**src/rtl/hsuc_pkg.sv**
```systemverilog
`timescale 1ns / 1ps
`default_nettype none

package hsuc_pkg;

    // Conversion selectors
    localparam logic [3:0] MODE_TEMP_TO_CODE = 4'd0;
    localparam logic [3:0] MODE_CODE_TO_TEMP = 4'd1;
    localparam logic [3:0] MODE_VIN_TO_CODE  = 4'd2;
    localparam logic [3:0] MODE_CODE_TO_VIN  = 4'd3;
    localparam logic [3:0] MODE_VDD_TO_CODE  = 4'd4;
    localparam logic [3:0] MODE_CODE_TO_VDD  = 4'd5;
    localparam logic [3:0] MODE_RPM_TO_CODE  = 4'd6;
    localparam logic [3:0] MODE_CODE_TO_RPM  = 4'd7;
    localparam logic [3:0] MODE_VID          = 4'd8;
    localparam logic [3:0] MODE_DIV_TO_CODE  = 4'd9;

    // Divider geometry: 24-bit numerator, denominator and quotient
    localparam int DIV_W       = 24;
    localparam int DIV_STEPS   = 3;
    localparam int DIV_STAGES  = DIV_W / DIV_STEPS;
    localparam int PIPE_STAGES = DIV_STAGES + 2;

    // Clamped user value, wide enough for the rpm ceiling
    localparam int ARG_W = 21;

    localparam logic signed [31:0] TEMP_CLAMP   = 32'sd1400;
    localparam logic signed [31:0] VIN_CLAMP    = 32'sd600;
    localparam logic signed [31:0] VDD_CLAMP    = 32'sd700;
    localparam logic signed [31:0] RPM_CEIL     = 32'sd1000000;
    localparam logic [DIV_W-1:0]   FAN_CLOCK    = 24'd960000;
    localparam logic signed [15:0] TEMP_ZERO    = 16'sd130;
    localparam logic [4:0]         VID_OFF      = 5'h1f;
    localparam logic [4:0]         VID_HIGH     = 5'h10;

    typedef struct packed {
        logic [3:0]              mode;
        logic                    direct_en;
        logic [31:0]             direct;
        logic                    neg;
        logic signed [ARG_W-1:0] arg;
        logic [7:0]              code;
        logic [1:0]              dexp;
        logic [DIV_W-1:0]        nq;    // numerator in, quotient out
        logic [DIV_W-1:0]        rem;
        logic [DIV_W-1:0]        den;
    } t_stage;

    function automatic logic signed [31:0] clamp_s32(
        input logic signed [31:0] x,
        input logic signed [31:0] lo,
        input logic signed [31:0] hi
    );
        logic signed [31:0] r;
        r = x;
        if (x < lo) begin
            r = lo;
        end else if (x > hi) begin
            r = hi;
        end
        return r;
    endfunction

    // One restoring division step, quotient bit shifted into nq
    function automatic t_stage div_step(input t_stage s);
        t_stage        o;
        logic [DIV_W:0] rs;
        o  = s;
        rs = {s.rem, s.nq[DIV_W-1]};
        o.nq = {s.nq[DIV_W-2:0], 1'b0};
        if (rs >= {1'b0, s.den}) begin
            rs      = rs - {1'b0, s.den};
            o.nq[0] = 1'b1;
        end
        o.rem = rs[DIV_W-1:0];
        return o;
    endfunction

    function automatic t_stage div_steps(input t_stage s);
        t_stage o;
        o = s;
        for (int i = 0; i < DIV_STEPS; i++) begin
            o = div_step(o);
        end
        return o;
    endfunction

endpackage

`default_nettype wire

```
**src/rtl/hwmon_sensor_unit_converter.sv**
```systemverilog
`timescale 1ns / 1ps
`default_nettype none

// Hardware-monitor unit converter. Each transfer carries a mode, a signed
// 32-bit value and a fan divisor exponent, and yields one signed 32-bit
// result: a register code (clamped to its range) or a user-unit value
// (tenths of a degree, mV, rpm). Modes 10 to 15 give 0. The block is fully
// pipelined and takes one transfer per cycle while the output side is not
// stalled. A result passes through two set-up stages, then the shared
// 24-bit restoring divider, which retires three quotient bits in each of
// its eight stages, and then the output register. Back-pressure stalls
// only the stages that are full, so bubbles are squeezed out. The block
// keeps no state between items.
module hwmon_sensor_unit_converter (
    input  wire logic        i_clk,
    input  wire logic        i_rst_n,
    input  wire logic        i_valid,
    output logic             o_ready,
    input  wire logic [3:0]  i_mode,
    input  wire logic [31:0] i_value,
    input  wire logic [1:0]  i_div_code,
    output logic             o_valid,
    input  wire logic        i_ready,
    output logic [31:0]      o_result
);
    import hsuc_pkg::*;

    localparam int LAST = PIPE_STAGES - 1;

    t_stage                 r_stg [PIPE_STAGES];
    t_stage                 n_stg [PIPE_STAGES];
    logic [PIPE_STAGES-1:0] r_vld;
    logic [PIPE_STAGES-1:0] en;
    logic                   en_out;
    logic                   r_out_valid;
    logic [31:0]            r_result;
    logic [31:0]            n_result;

    // Stage advance: a stage moves when it is empty or its successor moves
    always_comb begin
        en_out   = !r_out_valid || i_ready;
        en[LAST] = !r_vld[LAST] || en_out;
        for (int k = LAST - 1; k >= 0; k--) begin
            en[k] = !r_vld[k] || en[k+1];
        end
    end

    assign o_ready  = en[0];
    assign o_valid  = r_out_valid;
    assign o_result = r_result;

    // Stage A: clamp the user value, pick out the code, form direct results
    always_comb begin
        logic signed [31:0] v;
        logic signed [31:0] c;
        logic signed [15:0] t16;
        logic [4:0]         vid;
        v   = $signed(i_value);
        c   = '0;
        t16 = '0;
        vid = i_value[4:0];
        n_stg[0]           = '0;
        n_stg[0].mode      = i_mode;
        n_stg[0].code      = i_value[7:0];
        n_stg[0].dexp      = i_div_code;
        n_stg[0].den       = DIV_W'(1);
        unique case (i_mode)
            MODE_TEMP_TO_CODE: begin
                c = clamp_s32(v, -TEMP_CLAMP, TEMP_CLAMP);
                n_stg[0].neg = v[31];
                n_stg[0].arg = c[ARG_W-1:0];
            end
            MODE_CODE_TO_TEMP: begin
                t16 = ($signed({8'b0, i_value[7:0]}) - TEMP_ZERO) * 16'sd10;
                n_stg[0].direct_en = 1'b1;
                n_stg[0].direct    = 32'(t16);
            end
            MODE_VIN_TO_CODE: begin
                c = clamp_s32(v, 32'sd0, VIN_CLAMP);
                n_stg[0].arg = c[ARG_W-1:0];
            end
            MODE_VDD_TO_CODE: begin
                c = clamp_s32(v, 32'sd0, VDD_CLAMP);
                n_stg[0].arg = c[ARG_W-1:0];
            end
            MODE_CODE_TO_VIN, MODE_CODE_TO_VDD: begin
            end
            MODE_RPM_TO_CODE: begin
                if (v == 32'sd0) begin
                    n_stg[0].direct_en = 1'b1;
                    n_stg[0].direct    = 32'd255;
                end else begin
                    c = clamp_s32(v, 32'sd1, RPM_CEIL);
                    n_stg[0].arg = c[ARG_W-1:0];
                end
            end
            MODE_CODE_TO_RPM: begin
                if (i_value[7:0] == 8'd0 || i_value[7:0] == 8'd255) begin
                    n_stg[0].direct_en = 1'b1;
                    n_stg[0].direct    = '0;
                end
            end
            MODE_VID: begin
                n_stg[0].direct_en = 1'b1;
                if (vid == VID_OFF) begin
                    n_stg[0].direct = '0;
                end else if (vid >= VID_HIGH) begin
                    n_stg[0].direct = 32'd510 - ({24'b0, vid, 3'b0} + {26'b0, vid, 1'b0});
                end else begin
                    n_stg[0].direct = 32'd205 - ({25'b0, vid, 2'b0} + {27'b0, vid});
                end
            end
            MODE_DIV_TO_CODE: begin
                n_stg[0].direct_en = 1'b1;
                priority if (v == 32'sd8) begin
                    n_stg[0].direct = 32'd3;
                end else if (v == 32'sd4) begin
                    n_stg[0].direct = 32'd2;
                end else if (v == 32'sd1) begin
                    n_stg[0].direct = 32'd0;
                end else begin
                    n_stg[0].direct = 32'd1;
                end
            end
            default: begin
                n_stg[0].direct_en = 1'b1;
                n_stg[0].direct    = '0;
            end
        endcase
    end

    // Stage B: numerator and denominator for the divider
    always_comb begin
        logic signed [ARG_W-1:0] a;
        logic [DIV_W-1:0]        t;
        a = r_stg[0].arg;
        t = {4'b0, a[19:0]} << r_stg[0].dexp;
        n_stg[1]     = r_stg[0];
        n_stg[1].rem = '0;
        n_stg[1].nq  = '0;
        n_stg[1].den = DIV_W'(1);
        unique case (r_stg[0].mode)
            MODE_TEMP_TO_CODE: begin
                if (r_stg[0].neg) begin
                    n_stg[1].nq = {3'b0, ARG_W'(21'sd5 - a)};
                end else begin
                    n_stg[1].nq = {3'b0, ARG_W'(a + 21'sd5)};
                end
                n_stg[1].den = DIV_W'(10);
            end
            MODE_VIN_TO_CODE: begin
                n_stg[1].nq  = {3'b0, ARG_W'(a * 21'sd10 + 21'sd8)};
                n_stg[1].den = DIV_W'(19);
            end
            MODE_VDD_TO_CODE: begin
                n_stg[1].nq  = {3'b0, ARG_W'(a * 21'sd10 + 21'sd11)};
                n_stg[1].den = DIV_W'(23);
            end
            MODE_CODE_TO_VIN: begin
                n_stg[1].nq  = {16'b0, r_stg[0].code} * DIV_W'(19);
                n_stg[1].den = DIV_W'(10);
            end
            MODE_CODE_TO_VDD: begin
                n_stg[1].nq  = {16'b0, r_stg[0].code} * DIV_W'(23);
                n_stg[1].den = DIV_W'(10);
            end
            MODE_RPM_TO_CODE: begin
                n_stg[1].nq  = FAN_CLOCK + (t >> 1);
                n_stg[1].den = t;
            end
            MODE_CODE_TO_RPM: begin
                n_stg[1].nq  = FAN_CLOCK;
                n_stg[1].den = {16'b0, r_stg[0].code} << r_stg[0].dexp;
            end
            default: begin
            end
        endcase
    end

    // Divider stages
    for (genvar g = 2; g < PIPE_STAGES; g++) begin : g_div
        always_comb begin
            n_stg[g] = div_steps(r_stg[g-1]);
        end
    end

    // Post-processing into the output register
    always_comb begin
        logic [DIV_W-1:0]   q;
        logic signed [10:0] qs;
        logic signed [10:0] sum;
        q   = r_stg[LAST].nq;
        qs  = r_stg[LAST].neg ? -$signed({2'b0, q[8:0]}) : $signed({2'b0, q[8:0]});
        sum = qs + 11'sd130;
        n_result = 32'(q);
        if (r_stg[LAST].direct_en) begin
            n_result = r_stg[LAST].direct;
        end else begin
            unique case (r_stg[LAST].mode)
                MODE_TEMP_TO_CODE: begin
                    priority if (sum < 11'sd0) begin
                        n_result = '0;
                    end else if (sum > 11'sd255) begin
                        n_result = 32'd255;
                    end else begin
                        n_result = {24'b0, sum[7:0]};
                    end
                end
                MODE_VIN_TO_CODE, MODE_VDD_TO_CODE: begin
                    n_result = (q > DIV_W'(255)) ? 32'd255 : 32'(q);
                end
                MODE_RPM_TO_CODE: begin
                    priority if (q < DIV_W'(1)) begin
                        n_result = 32'd1;
                    end else if (q > DIV_W'(254)) begin
                        n_result = 32'd254;
                    end else begin
                        n_result = 32'(q);
                    end
                end
                default: begin
                    n_result = 32'(q);
                end
            endcase
        end
    end

    always_ff @(posedge i_clk) begin
        if (!i_rst_n) begin
            r_vld       <= '0;
            r_out_valid <= 1'b0;
        end else begin
            if (en[0]) begin
                r_vld[0] <= i_valid;
            end
            for (int k = 1; k < PIPE_STAGES; k++) begin
                if (en[k]) begin
                    r_vld[k] <= r_vld[k-1];
                end
            end
            if (en_out) begin
                r_out_valid <= r_vld[LAST];
            end
        end
    end

    always_ff @(posedge i_clk) begin
        for (int k = 0; k < PIPE_STAGES; k++) begin
            if (en[k]) begin
                r_stg[k] <= n_stg[k];
            end
        end
        if (en_out) begin
            r_result <= n_result;
        end
    end

    // Input is refused only when every stage and the output hold an item
    a_ready_full : assert property (@(posedge i_clk) disable iff (!i_rst_n)
        !o_ready |-> (&r_vld && r_out_valid && !i_ready))
        else $error("input refused with room in pipeline");

    // Restoring divider keeps its partial remainder below the divisor
    a_rem_bound : assert property (@(posedge i_clk) disable iff (!i_rst_n)
        (r_vld[LAST] && r_stg[LAST].den != '0) |-> (r_stg[LAST].rem < r_stg[LAST].den))
        else $error("divider remainder out of range");

    // Reset empties the pipeline
    a_reset_empty : assert property (@(posedge i_clk)
        !i_rst_n |=> (!o_valid && r_vld == '0))
        else $error("pipeline not empty after reset");

endmodule

`default_nettype wire

```
**config.mk**
```make
export PLATFORM = sky130hd
export DESIGN_NAME = hwmon_sensor_unit_converter
export DESIGN_NICKNAME = d
export VERILOG_FILES = /design/src/rtl/hsuc_pkg.sv /design/src/rtl/hwmon_sensor_unit_converter.sv
export SDC_FILE = /design/constraint.sdc
export NUM_CORES = 2
export LEC_CHECK = 0
export BUFFER_PORTS_ARGS = -buffer_cell sky130_fd_sc_hd__buf_2
export CELL_PAD_IN_SITES_DETAIL_PLACEMENT = 2
export CELL_PAD_IN_SITES_GLOBAL_PLACEMENT = 2
export CORE_MARGIN = 4
export CORE_UTILIZATION = 36
export CTS_BUF_LIST = sky130_fd_sc_hd__clkbuf_4 sky130_fd_sc_hd__clkbuf_8
export CTS_CLUSTER_SIZE = 25
export DETAILED_ROUTE_END_ITERATION = 16
export PLACE_DENSITY = 0.8
export SLEW_MARGIN = 20
export SYNTH_ARGS = -nofsm -noshare
export SYNTH_HDL_FRONTEND = slang
export SYNTH_SLANG_ARGS = --single-unit
```
**constraint.sdc**
```tcl
create_clock -name i_clk -period 10.6 [get_ports i_clk]
set_input_delay 2.12 -clock i_clk [delete_from_list [all_inputs] [get_ports i_clk]]
set_output_delay 2.12 -clock i_clk [all_outputs]
set_load 0.01 [all_outputs]
```
==> run summary <==
- minimum clock period after layout: 10.34 ns
- Net count, final: 7501
- final number of max-transition violations: 0
- router iterations before antenna repair: 5
- Rows: 155
- clock latency at the later pin of the worst-skew pair: 0.94 ns
- WHS Endpoint: r_stg[2][115]$_DFFE_PP_
- buffer type at the clock tree root: sky130_fd_sc_hd__clkbuf_8
- final clock skew: 0.0880 ns
- status: finished, final reports clean
- input/output buffers: 75
- Slew @ Worst Pin: 1.17 ns
- most frequent standard cell in the layout excluding fill and tap cells: sky130_fd_sc_hd__edfxtp_1
- H-tree levels: 4
- layout cells sized above 1: 10.4%
- relative slew slack: 22.1%
- die extent in y: 434 um
- Worst Setup Start Kind: flop
- Critical R2R Capture: r_stg[3][42]$_DFFE_PP_
- vias per cell: 6.17
- FF-to-FF path depth: 38
- instance count along the most critical hold path: 0
- count of warnings emitted by yosys: 0
- cell area after layout: 71700 um2
- net count after synthesis: 7380
- required arrival time at the worst endpoint: 11.26 ns
- final hold viol count: 0
- largest driver fanout on the critical path: 29
- FF+latch count, synth: 834
- overall die width: 434 um
- starting DRC count in detailed routing: 4938
- Total Die Area: 188000 um2
- Initial Utilization: 36.4%
- share of synthesized flip-flops with an asynchronous set or reset: 0%
- number of cells in the finished layout apart from fillers: 9251
- Post-synth EDFFs: 823
- delay of the slowest cell on the worst path: 0.64 ns
- syn_area_per_cell: 9.81 um2
- final global-route overflow total: 0
- clock-pin slew of the registers on the worst-case setup and hold paths: 0.07 ns
- critical setup path kind: reg2reg
- # clock sinks: 834
- weighted congestion at the end of routability-driven global placement: 0.892
- IO Pins: 76
- total wire length: 271000 um
- count of cell types in the netlist: 106
- maximum clock frequency: 0.0967 GHz
- Reg2Reg Setup Slack: 0.26 ns
- setup violation total in the final timing report: 0
- Min-Delay Path Class: reg2reg
- start point of the worst min-delay path: r_stg[1][115]$_DFFE_PP_
- clock tree from TritonCTS: done
- cell count after placement: 8959
- crit end category: flop
- Critical Path Start: r_stg[2][20]$_DFFE_PP_
- WL per Instance: 29.3 um
- placeable core region: 179000 um2
- via count: 57053
- GRT Resource Usage Total: 28.1%
- via count of the first global-routing pass: 61623
- R2R Path Start: r_stg[2][20]$_DFFE_PP_
- Max stage delay cell, worst path: sky130_fd_sc_hd__a2111oi_1
- WP data arrival: 11.00 ns
- most frequent cells in the layout: sky130_fd_sc_hd__edfxtp_1 (823), sky130_fd_sc_hd__ha_1 (656), sky130_fd_sc_hd__a21oi_1 (566), sky130_fd_sc_hd__inv_1 (457), sky130_fd_sc_hd__nor2_1 (454)
- Num CTS Buffers: 158
- drc violations: 0
- initial antenna violation count: 12
- number of standard cells after synthesis: 6644
- area after detailed placement: 68300 um2
- DP HPWL: 200000 um
- Syn Std Cell Area: 65200 um2
- primary flip-flop cell chosen by synthesis mapping: sky130_fd_sc_hd__edfxtp_1
- post-route ant nets: 0
- area grow syn2layout: 9.93%
- global-route wire length before repair: 404000 um
- pin count of the biggest net entering global routing: 69
- share of the clock period used by the worst path after layout: 97.6%
- sequential element share of the synthesized area: 38.2%
- number of max-capacitance violations reported: 0
- worst-case clock buffer depth: 3
repair_timing:
action,in CTS,in global routing
hold buffers,0,0
pin swaps,1,0
buffers inserted,1,0
setup endpoints to repair,3,98
gates resized for setup,0,16
state kept, by name, summed over array words and instances (netlist names):
| name | cells |
|---|---|
| o_result | 25 |
| o_valid | 1 |
| r_stg | 798 |
| r_vld | 10 |
cell families after synthesis:
kind of cell | count (synthesis) | synth area share (%)
XOR/XNOR | 503 | 6.76
buffers and inverters | 651 | 3.89
AO/OA/AOI/OAI | 1967 | 19.6
adder cells (fa/ha/maj) | 695 | 13.8
AND/OR/NAND/NOR | 1715 | 13.0
multiplexers | 279 | 4.80
flip-flops | 834 | 38.2
metal layers:
layer | track usage [%] | wire (um) | vias to the layer above
li1 | - | - | 25055
met1 | 33.5 | 108000 | 28998
met2 | 48.8 | 132000 | 2178
met3 | 4.15 | 14700 | 812
met4 | 14.9 | 16300 | 10
met5 | 0 | 65 | -
critical path, delay by kind of cell, from the launching register on:
kind | cells | cell delay [ns]
AND/OR/NAND/NOR | 14 | 2.97
AO/OA/AOI/OAI | 10 | 2.90
buffers and inverters | 9 | 1.85
adder cells (fa/ha/maj) | 3 | 1.20
flip-flops | 1 | 0.43
multiplexers | 1 | 0.41
XOR/XNOR | 1 | 0.26
worst max path at each step:
stage / to / cells past startpoint / slack [ns]
floorplan: r_stg[3][30]$_DFFE_PP_ / 40 / 1.84
global placement: r_stg[5][25]$_DFFE_PP_ / 31 / 0.16
detailed placement: r_stg[5][26]$_DFFE_PP_ / 31 / 0.08
CTS: r_stg[7][31]$_DFFE_PP_ / 36 / 0.13
global route: r_stg[6][43]$_DFFE_PP_ / 33 / -0.0001
finish: r_stg[3][42]$_DFFE_PP_ / 38 / 0.26
synth_stat cells, drive strengths merged (42+ instances only):
library cell / instances / area, um2
a211oi: 51 / 398
a21o: 264 / 1980
a21oi: 569 / 2860
a31oi: 59 / 369
and2: 53 / 332
and3: 62 / 388
buf: 47 / 270
clkbuf: 133 / 499
edfxtp: 823 / 24700
ha: 656 / 8210
inv: 467 / 1750
mux2: 227 / 2560
mux2i: 48 / 480
nand2: 457 / 1720
nand2b: 73 / 457
nand3: 108 / 546
nand4: 94 / 594
nor2: 456 / 1710
nor2b: 75 / 469
nor3: 110 / 551
o211ai: 42 / 320
o21a: 98 / 736
o21ai: 417 / 2090
o21bai: 61 / 458
o31ai: 51 / 393
xnor2: 340 / 2980
xor2: 163 / 1430
stage by stage:
stage	utilization [%]	hold WS, ns	TNS (ns)	worst slack [ns]
final	40.0	0.391	0	0.259
after global routing	40.0	0.394	-0.000144	-0.000144
after CTS	40.0	0.384	0	0.135
after detailed placement	38.1	0.406	0	0.0826
after global placement	38.1	0.400	0	0.160
after floorplan	-	0.400	0	1.84
area by class of cell:
| class | count | area, um2 |
|---|---|---|
| timing repair buffer | 141 | 908 |
| fill | 19333 | 108000 |
| sequential | 834 | 24900 |
| inverter | 471 | 1780 |
| clock inverter | 73 | 638 |
| tap | 2355 | 2950 |
| antenna | 5 | 12.5 |
| clock buffer | 213 | 2620 |
| multi-input combinational | 5159 | 37800 |
Power is left out: the tool's default activity adds up to more than one toggle a clock period on the data nets, which glitch-free logic cannot reach.
